**src/sv/bcsh_pkg.sv**
```systemverilog
// ----------------------------------------------------------------------------
// bcsh_pkg
// Shared types and constants of the stereo bit crusher with sample and hold.
// ----------------------------------------------------------------------------
package bcsh_pkg;

	// default geometry, handed to the top level as parameter defaults
	localparam int DEF_SAMPLE_WIDTH    = 24;
	localparam int DEF_PHASE_FRAC_BITS = 16;

	// bit depth register, depths at or above PASS_DEPTH leave samples untouched
	localparam int                   BIT_DEPTH_W  = 5;
	localparam logic [BIT_DEPTH_W-1:0] PASS_DEPTH = 5'd16;

	// configuration register map
	localparam int CFG_ADDR_W = 1;

	typedef enum logic [CFG_ADDR_W-1:0] {
		REG_BIT_DEPTH = 1'b0,
		REG_PHASE_INC = 1'b1
	} cfg_reg_t;

endpackage

```
**src/sv/bcsh_phase.sv**
```systemverilog
// ----------------------------------------------------------------------------
// bcsh_phase
// Phase accumulator that flags the items on which the hold registers capture.
// ----------------------------------------------------------------------------
module bcsh_phase import bcsh_pkg::*; #(
	parameter int PHASE_FRAC_BITS = DEF_PHASE_FRAC_BITS
) (
	input  logic                     clk,
	input  logic                     arst_n,
	input  logic                     step,
	input  logic [PHASE_FRAC_BITS:0] phase_inc,
	output logic                     capture
);

	localparam logic [PHASE_FRAC_BITS:0] PHASE_ONE = (PHASE_FRAC_BITS + 1)'(1) << PHASE_FRAC_BITS;

	// phase stays below 1.0 between items, so the integer bit is never stored
	logic [PHASE_FRAC_BITS-1:0] phase_acc_q;
	logic [PHASE_FRAC_BITS:0]   inc_sat;
	logic [PHASE_FRAC_BITS:0]   sum;

	always_comb begin
		inc_sat = (phase_inc > PHASE_ONE) ? PHASE_ONE : phase_inc;
		sum     = {1'b0, phase_acc_q} + inc_sat;
		capture = sum[PHASE_FRAC_BITS];
	end

	// dropping by 1.0 is clearing the integer bit
	always_ff @(posedge clk or negedge arst_n) begin
		if (!arst_n) begin
			phase_acc_q <= '0;
		end else if (step) begin
			phase_acc_q <= sum[PHASE_FRAC_BITS-1:0];
		end
	end

endmodule

```
**src/sv/bcsh_quant.sv**
```systemverilog
// ----------------------------------------------------------------------------
// bcsh_quant
// Rounds one sample half away from zero to the step set by the bit depth.
// ----------------------------------------------------------------------------
module bcsh_quant import bcsh_pkg::*; #(
	parameter int SAMPLE_WIDTH = DEF_SAMPLE_WIDTH
) (
	input  logic [BIT_DEPTH_W-1:0]         bit_depth,
	input  logic signed [SAMPLE_WIDTH-1:0] sample,
	output logic signed [SAMPLE_WIDTH-1:0] result
);

	localparam int KW = $clog2(SAMPLE_WIDTH);
	localparam logic [SAMPLE_WIDTH:0] SIGN_ONE = (SAMPLE_WIDTH + 1)'(1) << (SAMPLE_WIDTH - 1);
	localparam logic [SAMPLE_WIDTH-1:0] MAX_POS = {1'b0, {(SAMPLE_WIDTH - 1){1'b1}}};

	logic                    neg;
	logic [SAMPLE_WIDTH-1:0] mag;
	logic [KW-1:0]           k;
	logic [SAMPLE_WIDTH:0]   half;
	logic [SAMPLE_WIDTH:0]   rounded;

	always_comb begin
		neg     = sample[SAMPLE_WIDTH-1];
		mag     = neg ? SAMPLE_WIDTH'(~sample + 1'b1) : SAMPLE_WIDTH'(sample);
		// step is 2^k lsbs; only depths below PASS_DEPTH reach the rounding path
		k       = KW'(SAMPLE_WIDTH - 1) - KW'(bit_depth[3:0]);
		// half a step, zero when the step is one lsb
		half    = ((SAMPLE_WIDTH + 1)'(1) << k) >> 1;
		rounded = ({1'b0, mag} + half) & ({(SAMPLE_WIDTH + 1){1'b1}} << k);
		if (bit_depth >= PASS_DEPTH) begin
			result = sample;
		end else if (!neg) begin
			// +1.0 saturates to the largest positive code
			result = (rounded >= SIGN_ONE) ? MAX_POS : rounded[SAMPLE_WIDTH-1:0];
		end else begin
			// a negative magnitude never rounds past 2^(w-1)
			result = SAMPLE_WIDTH'(~rounded[SAMPLE_WIDTH-1:0] + 1'b1);
		end
	end

endmodule

```
**src/sv/bitcrusher_sample_hold.sv**
```systemverilog
// ----------------------------------------------------------------------------
// bitcrusher_sample_hold
// Stereo bit crusher: phase-driven sample and hold with bit depth rounding.
// ----------------------------------------------------------------------------
//
//  channel  signals                         item
//  -------  ------------------------------  ----------------------------------
//  in       in_valid / in_ready             left_in, right_in (signed Q1.23)
//  out      out_valid / out_ready           left_out, right_out (signed Q1.23)
//  cfg      cfg_we, cfg_addr, cfg_wdata     0: bit_depth, 1: phase_increment
//
//  one item per cycle sustained while out is ready; each item passes
//  through the input stage and then the output register
//  the phase accumulator steps when an item is taken, the rounding runs
//  between the input stage and the hold registers
//  the output register doubles as the hold registers, so a stall on out
//  freezes the held samples; in stays ready while the input stage can move
//  arst_n clears the pipeline, phase and held samples and restores the
//  configuration to full depth and increment 1.0
//
module bitcrusher_sample_hold import bcsh_pkg::*; #(
	parameter int SAMPLE_WIDTH    = DEF_SAMPLE_WIDTH,
	parameter int PHASE_FRAC_BITS = DEF_PHASE_FRAC_BITS
) (
	input  logic                           clk,
	input  logic                           arst_n,
	// input items
	input  logic                           in_valid,
	output logic                           in_ready,
	input  logic signed [SAMPLE_WIDTH-1:0] left_in,
	input  logic signed [SAMPLE_WIDTH-1:0] right_in,
	// result items
	output logic                           out_valid,
	input  logic                           out_ready,
	output logic signed [SAMPLE_WIDTH-1:0] left_out,
	output logic signed [SAMPLE_WIDTH-1:0] right_out,
	// configuration writes
	input  logic                           cfg_we,
	input  logic [CFG_ADDR_W-1:0]          cfg_addr,
	input  logic [PHASE_FRAC_BITS:0]       cfg_wdata
);

	localparam logic [PHASE_FRAC_BITS:0] PHASE_ONE = (PHASE_FRAC_BITS + 1)'(1) << PHASE_FRAC_BITS;

	// configuration registers
	logic [BIT_DEPTH_W-1:0]   bit_depth_q;
	logic [PHASE_FRAC_BITS:0] phase_inc_q;

	// input stage
	logic                           valid_s1;
	logic                           capture_s1;
	logic signed [SAMPLE_WIDTH-1:0] left_s1;
	logic signed [SAMPLE_WIDTH-1:0] right_s1;

	// output register, also the hold registers
	logic                           out_valid_q;
	logic signed [SAMPLE_WIDTH-1:0] held_left_q;
	logic signed [SAMPLE_WIDTH-1:0] held_right_q;

	logic                           in_take;
	logic                           advance;
	logic                           capture;
	logic signed [SAMPLE_WIDTH-1:0] left_crushed;
	logic signed [SAMPLE_WIDTH-1:0] right_crushed;

	// register writes, no read-back
	always_ff @(posedge clk or negedge arst_n) begin
		if (!arst_n) begin
			bit_depth_q <= PASS_DEPTH;
			phase_inc_q <= PHASE_ONE;
		end else if (cfg_we) begin
			unique case (cfg_reg_t'(cfg_addr))
				REG_BIT_DEPTH: bit_depth_q <= cfg_wdata[BIT_DEPTH_W-1:0];
				REG_PHASE_INC: phase_inc_q <= cfg_wdata;
				default:       ;
			endcase
		end
	end

	// handshake: the input stage moves when the output register is free or drains
	assign advance  = valid_s1 && (!out_valid_q || out_ready);
	assign in_ready = !valid_s1 || !out_valid_q || out_ready;
	assign in_take  = in_valid && in_ready;

	// phase decides on accept whether this item is captured
	bcsh_phase #(
		.PHASE_FRAC_BITS(PHASE_FRAC_BITS)
	) u_phase (
		.clk      (clk),
		.arst_n   (arst_n),
		.step     (in_take),
		.phase_inc(phase_inc_q),
		.capture  (capture)
	);

	always_ff @(posedge clk or negedge arst_n) begin
		if (!arst_n) begin
			valid_s1 <= 1'b0;
		end else if (in_ready) begin
			valid_s1 <= in_valid;
		end
	end

	// samples and capture flag need no reset, qualified by valid_s1
	always_ff @(posedge clk) begin
		if (in_take) begin
			left_s1    <= left_in;
			right_s1   <= right_in;
			capture_s1 <= capture;
		end
	end

	// one rounding unit per channel
	bcsh_quant #(
		.SAMPLE_WIDTH(SAMPLE_WIDTH)
	) u_quant_left (
		.bit_depth(bit_depth_q),
		.sample   (left_s1),
		.result   (left_crushed)
	);

	bcsh_quant #(
		.SAMPLE_WIDTH(SAMPLE_WIDTH)
	) u_quant_right (
		.bit_depth(bit_depth_q),
		.sample   (right_s1),
		.result   (right_crushed)
	);

	always_ff @(posedge clk or negedge arst_n) begin
		if (!arst_n) begin
			out_valid_q <= 1'b0;
		end else if (advance) begin
			out_valid_q <= 1'b1;
		end else if (out_ready) begin
			out_valid_q <= 1'b0;
		end
	end

	// held samples are state, so they reset to zero
	always_ff @(posedge clk or negedge arst_n) begin
		if (!arst_n) begin
			held_left_q  <= '0;
			held_right_q <= '0;
		end else if (advance && capture_s1) begin
			held_left_q  <= left_crushed;
			held_right_q <= right_crushed;
		end
	end

	assign out_valid = out_valid_q;
	assign left_out  = held_left_q;
	assign right_out = held_right_q;

endmodule

```
**config.mk**
```make
export PLATFORM = sky130hd
export DESIGN_NAME = bitcrusher_sample_hold
export DESIGN_NICKNAME = d
export VERILOG_FILES = /design/src/sv/bcsh_pkg.sv /design/src/sv/bcsh_phase.sv /design/src/sv/bcsh_quant.sv /design/src/sv/bitcrusher_sample_hold.sv
export SDC_FILE = /design/constraint.sdc
export NUM_CORES = 1
export LEC_CHECK = 0
export BUFFER_PORTS_ARGS = -buffer_cell sky130_fd_sc_hd__buf_2
export CAP_MARGIN = 20
export CORE_ASPECT_RATIO = 0.75
export CORE_UTILIZATION = 45
export DETAILED_ROUTE_END_ITERATION = 7
export PLACE_DENSITY = 0.73
export SLEW_MARGIN = 20
export SYNTH_ARGS = -nofsm -noshare
export SYNTH_HDL_FRONTEND = slang
export SYNTH_SLANG_ARGS = --single-unit
```
**constraint.sdc**
```tcl
create_clock -name clk -period 5.3 [get_ports clk]
set_input_delay 1.06 -clock clk [delete_from_list [all_inputs] [get_ports clk]]
set_output_delay 1.06 -clock clk [all_outputs]
set_load 0.005 [all_outputs]
```
==> summary.txt <==
Status
  – Outcome: complete, no violations

Die
  – Core area: 0.0225 sq mm
  – Die Area: 0.0239 sq mm
  – IO Pins: 121
  – Row count: 47
  – Die Y: 134 um
  – Die Wd: 178 um
  – Initial Util: 46.6%

Synthesis
  – Asr flop ratio synth: 64.2%
  – Post-synthesis compound-gate area fraction: 22.2%
  – Netlist Area Pre-Place: 0.0105 sq mm
  – Simple-gate area share of the yosys netlist: 20.5%
  – Fraction of the mapped netlist area in adder cells: 8.57%
  – Commonest cells post-synth: nand2_1 (110), o21ai_0 (91), a21oi_1 (90)
  – Count leader, synth: nand2_1
  – Top FF cell, synth: dfrtp_1
  – Share of the synthesized area in the top cell type: 20.5%
  – Cells taking the most area after synthesis: dfrtp_1 (21%), edfxtp_1 (14%), ha_1 (8.0%)
  – Post-synthesis xor/xnor area fraction: 6.94%
  – Synth unique cells: 83
  – Seq/Total Area, Yosys: 35.1%
  – EDFF count, synth: 49
  – Ys Warns: 0
  – Cell count after synthesis: 1172
  – Multiplexer share of the synthesized area: 3.75%
  – Synthesis-stage register bit count: 137
  – Cell taking the most area after synthesis: dfrtp_1
  – Largest family of logic cells by synthesized area: compound AO/OA/AOI/OAI gates
  – Avg Inst Size Synth: 8.94 sq um

STA
  – Worst-margin pin slew: 0.854 ns
  – Slew Viols, Final: 0
  – Setup Skew: 0.0108 ns
  – Final setup violation count: 0
  – RSZ-0062 raised after global routing: yes
  – Period utilisation layout: 95.0%
  – Fin Setup TNS: 0 ns
  – Post-layout minimum cycle time: 5.03 ns
  – Final hold vios: 0
  – Fmax: 199 MHz
  – Hold slack: 0.483 ns
  – Relative slew slack: 43.1%

Layout
  – Ratio of cells with drive above 1 in the final layout: 19.4%
  – Area delta synth->final: 17.1%
  – Design area: 0.0123 sq mm
  – Reg area: 0.00368 sq mm
  – Ant. Diodes: 0
  – Nets: 1460
  – Fill count: 2053
  – Area of the multi-input gates: 0.00664 sq mm

Placed design
  – DP Area: 0.0116 sq mm
  – RD Place Congestion: 0.959
  – Post-DP HPWL: 22.4 mm
  – Port Buf Inserts: 120

Clocking
  – H-Tree Depth: 4
  – Clock Root Buffer: clkbuf_16
  – Clock slew at reported path FFs: 0.07 ns
  – Clock net sink count: 137
  – Total CTS buffers: 17
  – TritonCTS clock tree: done
  – Clock Tree Buf Depth: 2
  – Worst skew pair latency: 0.44 ns

Global route
  – Initial antenna violation count: 0
  – Largest net degree at the start of global routing: 59
  – Vias in the first global route: 9063
  – GRT Residual Overflow: 0
  – First-pass GRT wire length: 47.3 mm
  – GRT Util Overall: 25.4%

Pwr
  – Pleak: 5.38 nW
  – Max VDD drop: 269 uV
  – Pwr Density: 376 mW/mm^2

Detailed routing
  – DRC violations left: 0
  – Post-DRT Antenna Nets: 0
  – Post-Route WL: 29.7 mm
  – Routed wire length per instance: 18.3 um
  – Vias per cell: 5.94
  – First-pass detailed-route iteration total: 5
  – Initial detailed-routing violation count: 933
  – Vias: 9661

Run
  – Max-Cap Viols: 0

Min path
  – Hold Path Class: reg2reg

Worst setup path
  – Startpoint types: register
  – Critical Path Fanout Max: 5
  – WS Path Type: reg2reg
  – Critical Path AT: 5.35 ns
  – Worst Setup End Kind: register
  – Worst EP required: 5.62 ns
==> per-layer routing <==
metal	share of wire (%)	track usage, %	up-vias
met4	1.9	8.00	0
met1	49	38.2	4594
met2	41	36.5	399
met3	7.9	4.62	48
li1	-	-	4620
met5	0	0	-
==> layout make-up <==
class	count	share of cell area, %
Multi-Input combinational cell	969	54.1
Sequential cell	137	30.0
Timing Repair Buffer	156	7.12
Clock buffer	17	3.47
Tap cell	294	3.00
Inverter	38	1.16
Clock inverter	15	1.15
==> critical path, stage by stage (launching register included) <==
cell       delay, ns
edfxtp_1        0.45
inv_1           0.10
ha_1            0.18
or3b_4          0.41
o41ai_2         0.33
xnor2_1         0.16
ha_1            0.29
and2_1          0.18
a221o_1         0.35
a2111o_1        0.43
a41o_2          0.29
and3_1          0.16
o311a_1         0.36
or2_2           0.31
a2111oi_2       0.29
buf_4           0.19
a21o_1          0.08
a21oi_1         0.11
a22o_1          0.22
==> registers in the layout, indices dropped and copies added (netlist names) <==
| register | flops |
|---|---|
| phase_inc_q | 17 |
| valid_s1 | 1 |
| capture_s1 | 1 |
| right_out | 24 |
| out_valid | 1 |
| left_out | 24 |
| right_s1 | 24 |
| left_s1 | 24 |
| bit_depth_q | 5 |
| u_phase.phase_acc_q | 16 |
==> timing repair <==
action,CTS,global route
resized for setup,0,18
setup buffers,0,1
endpoints found under the setup margin,0,27
hold buffers,0,0
==> placed cells by master (no fill, tap or decap), types with 10 or more instances in the layout <==
cell type	n
nor3_1	15
a31oi_1	13
o31ai_1	18
xnor2_1	63
or3_1	12
nand3_1	26
conb_1	17
o21a_1	15
a21oi_1	89
ha_1	67
mux2_2	26
mux2i_1	10
nand2_1	110
nor2b_1	25
xor2_1	20
a21o_1	28
nor4_1	11
edfxtp_1	49
or2_2	12
a211oi_1	10
buf_4	37
o21ai_0	89
dfrtp_1	86
and3_1	18
buf_2	119
nor2_1	83
nand2b_1	28
clkbuf_16	17
inv_1	36
==> stage by stage <==
step | util, % | power, mW | instances | setup WS (ns)
2_1_floorplan | - | 2.79 | 1187 | 0.429
3_3_place_gp | 51.7 | 3.37 | 1593 | 0.225
3_5_place_dp | 51.7 | 3.41 | 1593 | 0.149
4_1_cts | 54.2 | 4.60 | 1625 | 0.114
5_1_grt | 54.6 | 4.90 | 1626 | -0.0465
6_report | 54.6 | 4.61 | 1626 | 0.267
==> where the power goes <==
part / internal (mW) / switching (mW)
clock network: 0.654 / 0.516
registers: 1.39 / 0.221
logic: 0.797 / 1.03
==> cells by family after synthesis <==
logic type / after synthesis
compound gates: 355
xor+xnor: 83
fa+ha+maj: 70
buf+inv: 81
flops: 137
mux: 36
other cells: 2
simple gates: 408
==> path summary, 6_finish.rpt <==
kind,startpoint,slack (ns),cells past startpoint,end
setup reg to reg,right_s1[1],0.27,18,right_out[4]
max in group asynchronous,arst_n,3.64,2,right_out[0]
setup / recovery,right_s1[1],0.27,18,right_out[4]
min in group asynchronous,arst_n,0.69,1,valid_s1
hold / removal,left_out[13],0.48,2,left_out[13]
hold reg to reg,left_out[13],0.48,2,left_out[13]
No activity file was read; power rests on OpenSTA's default activity.
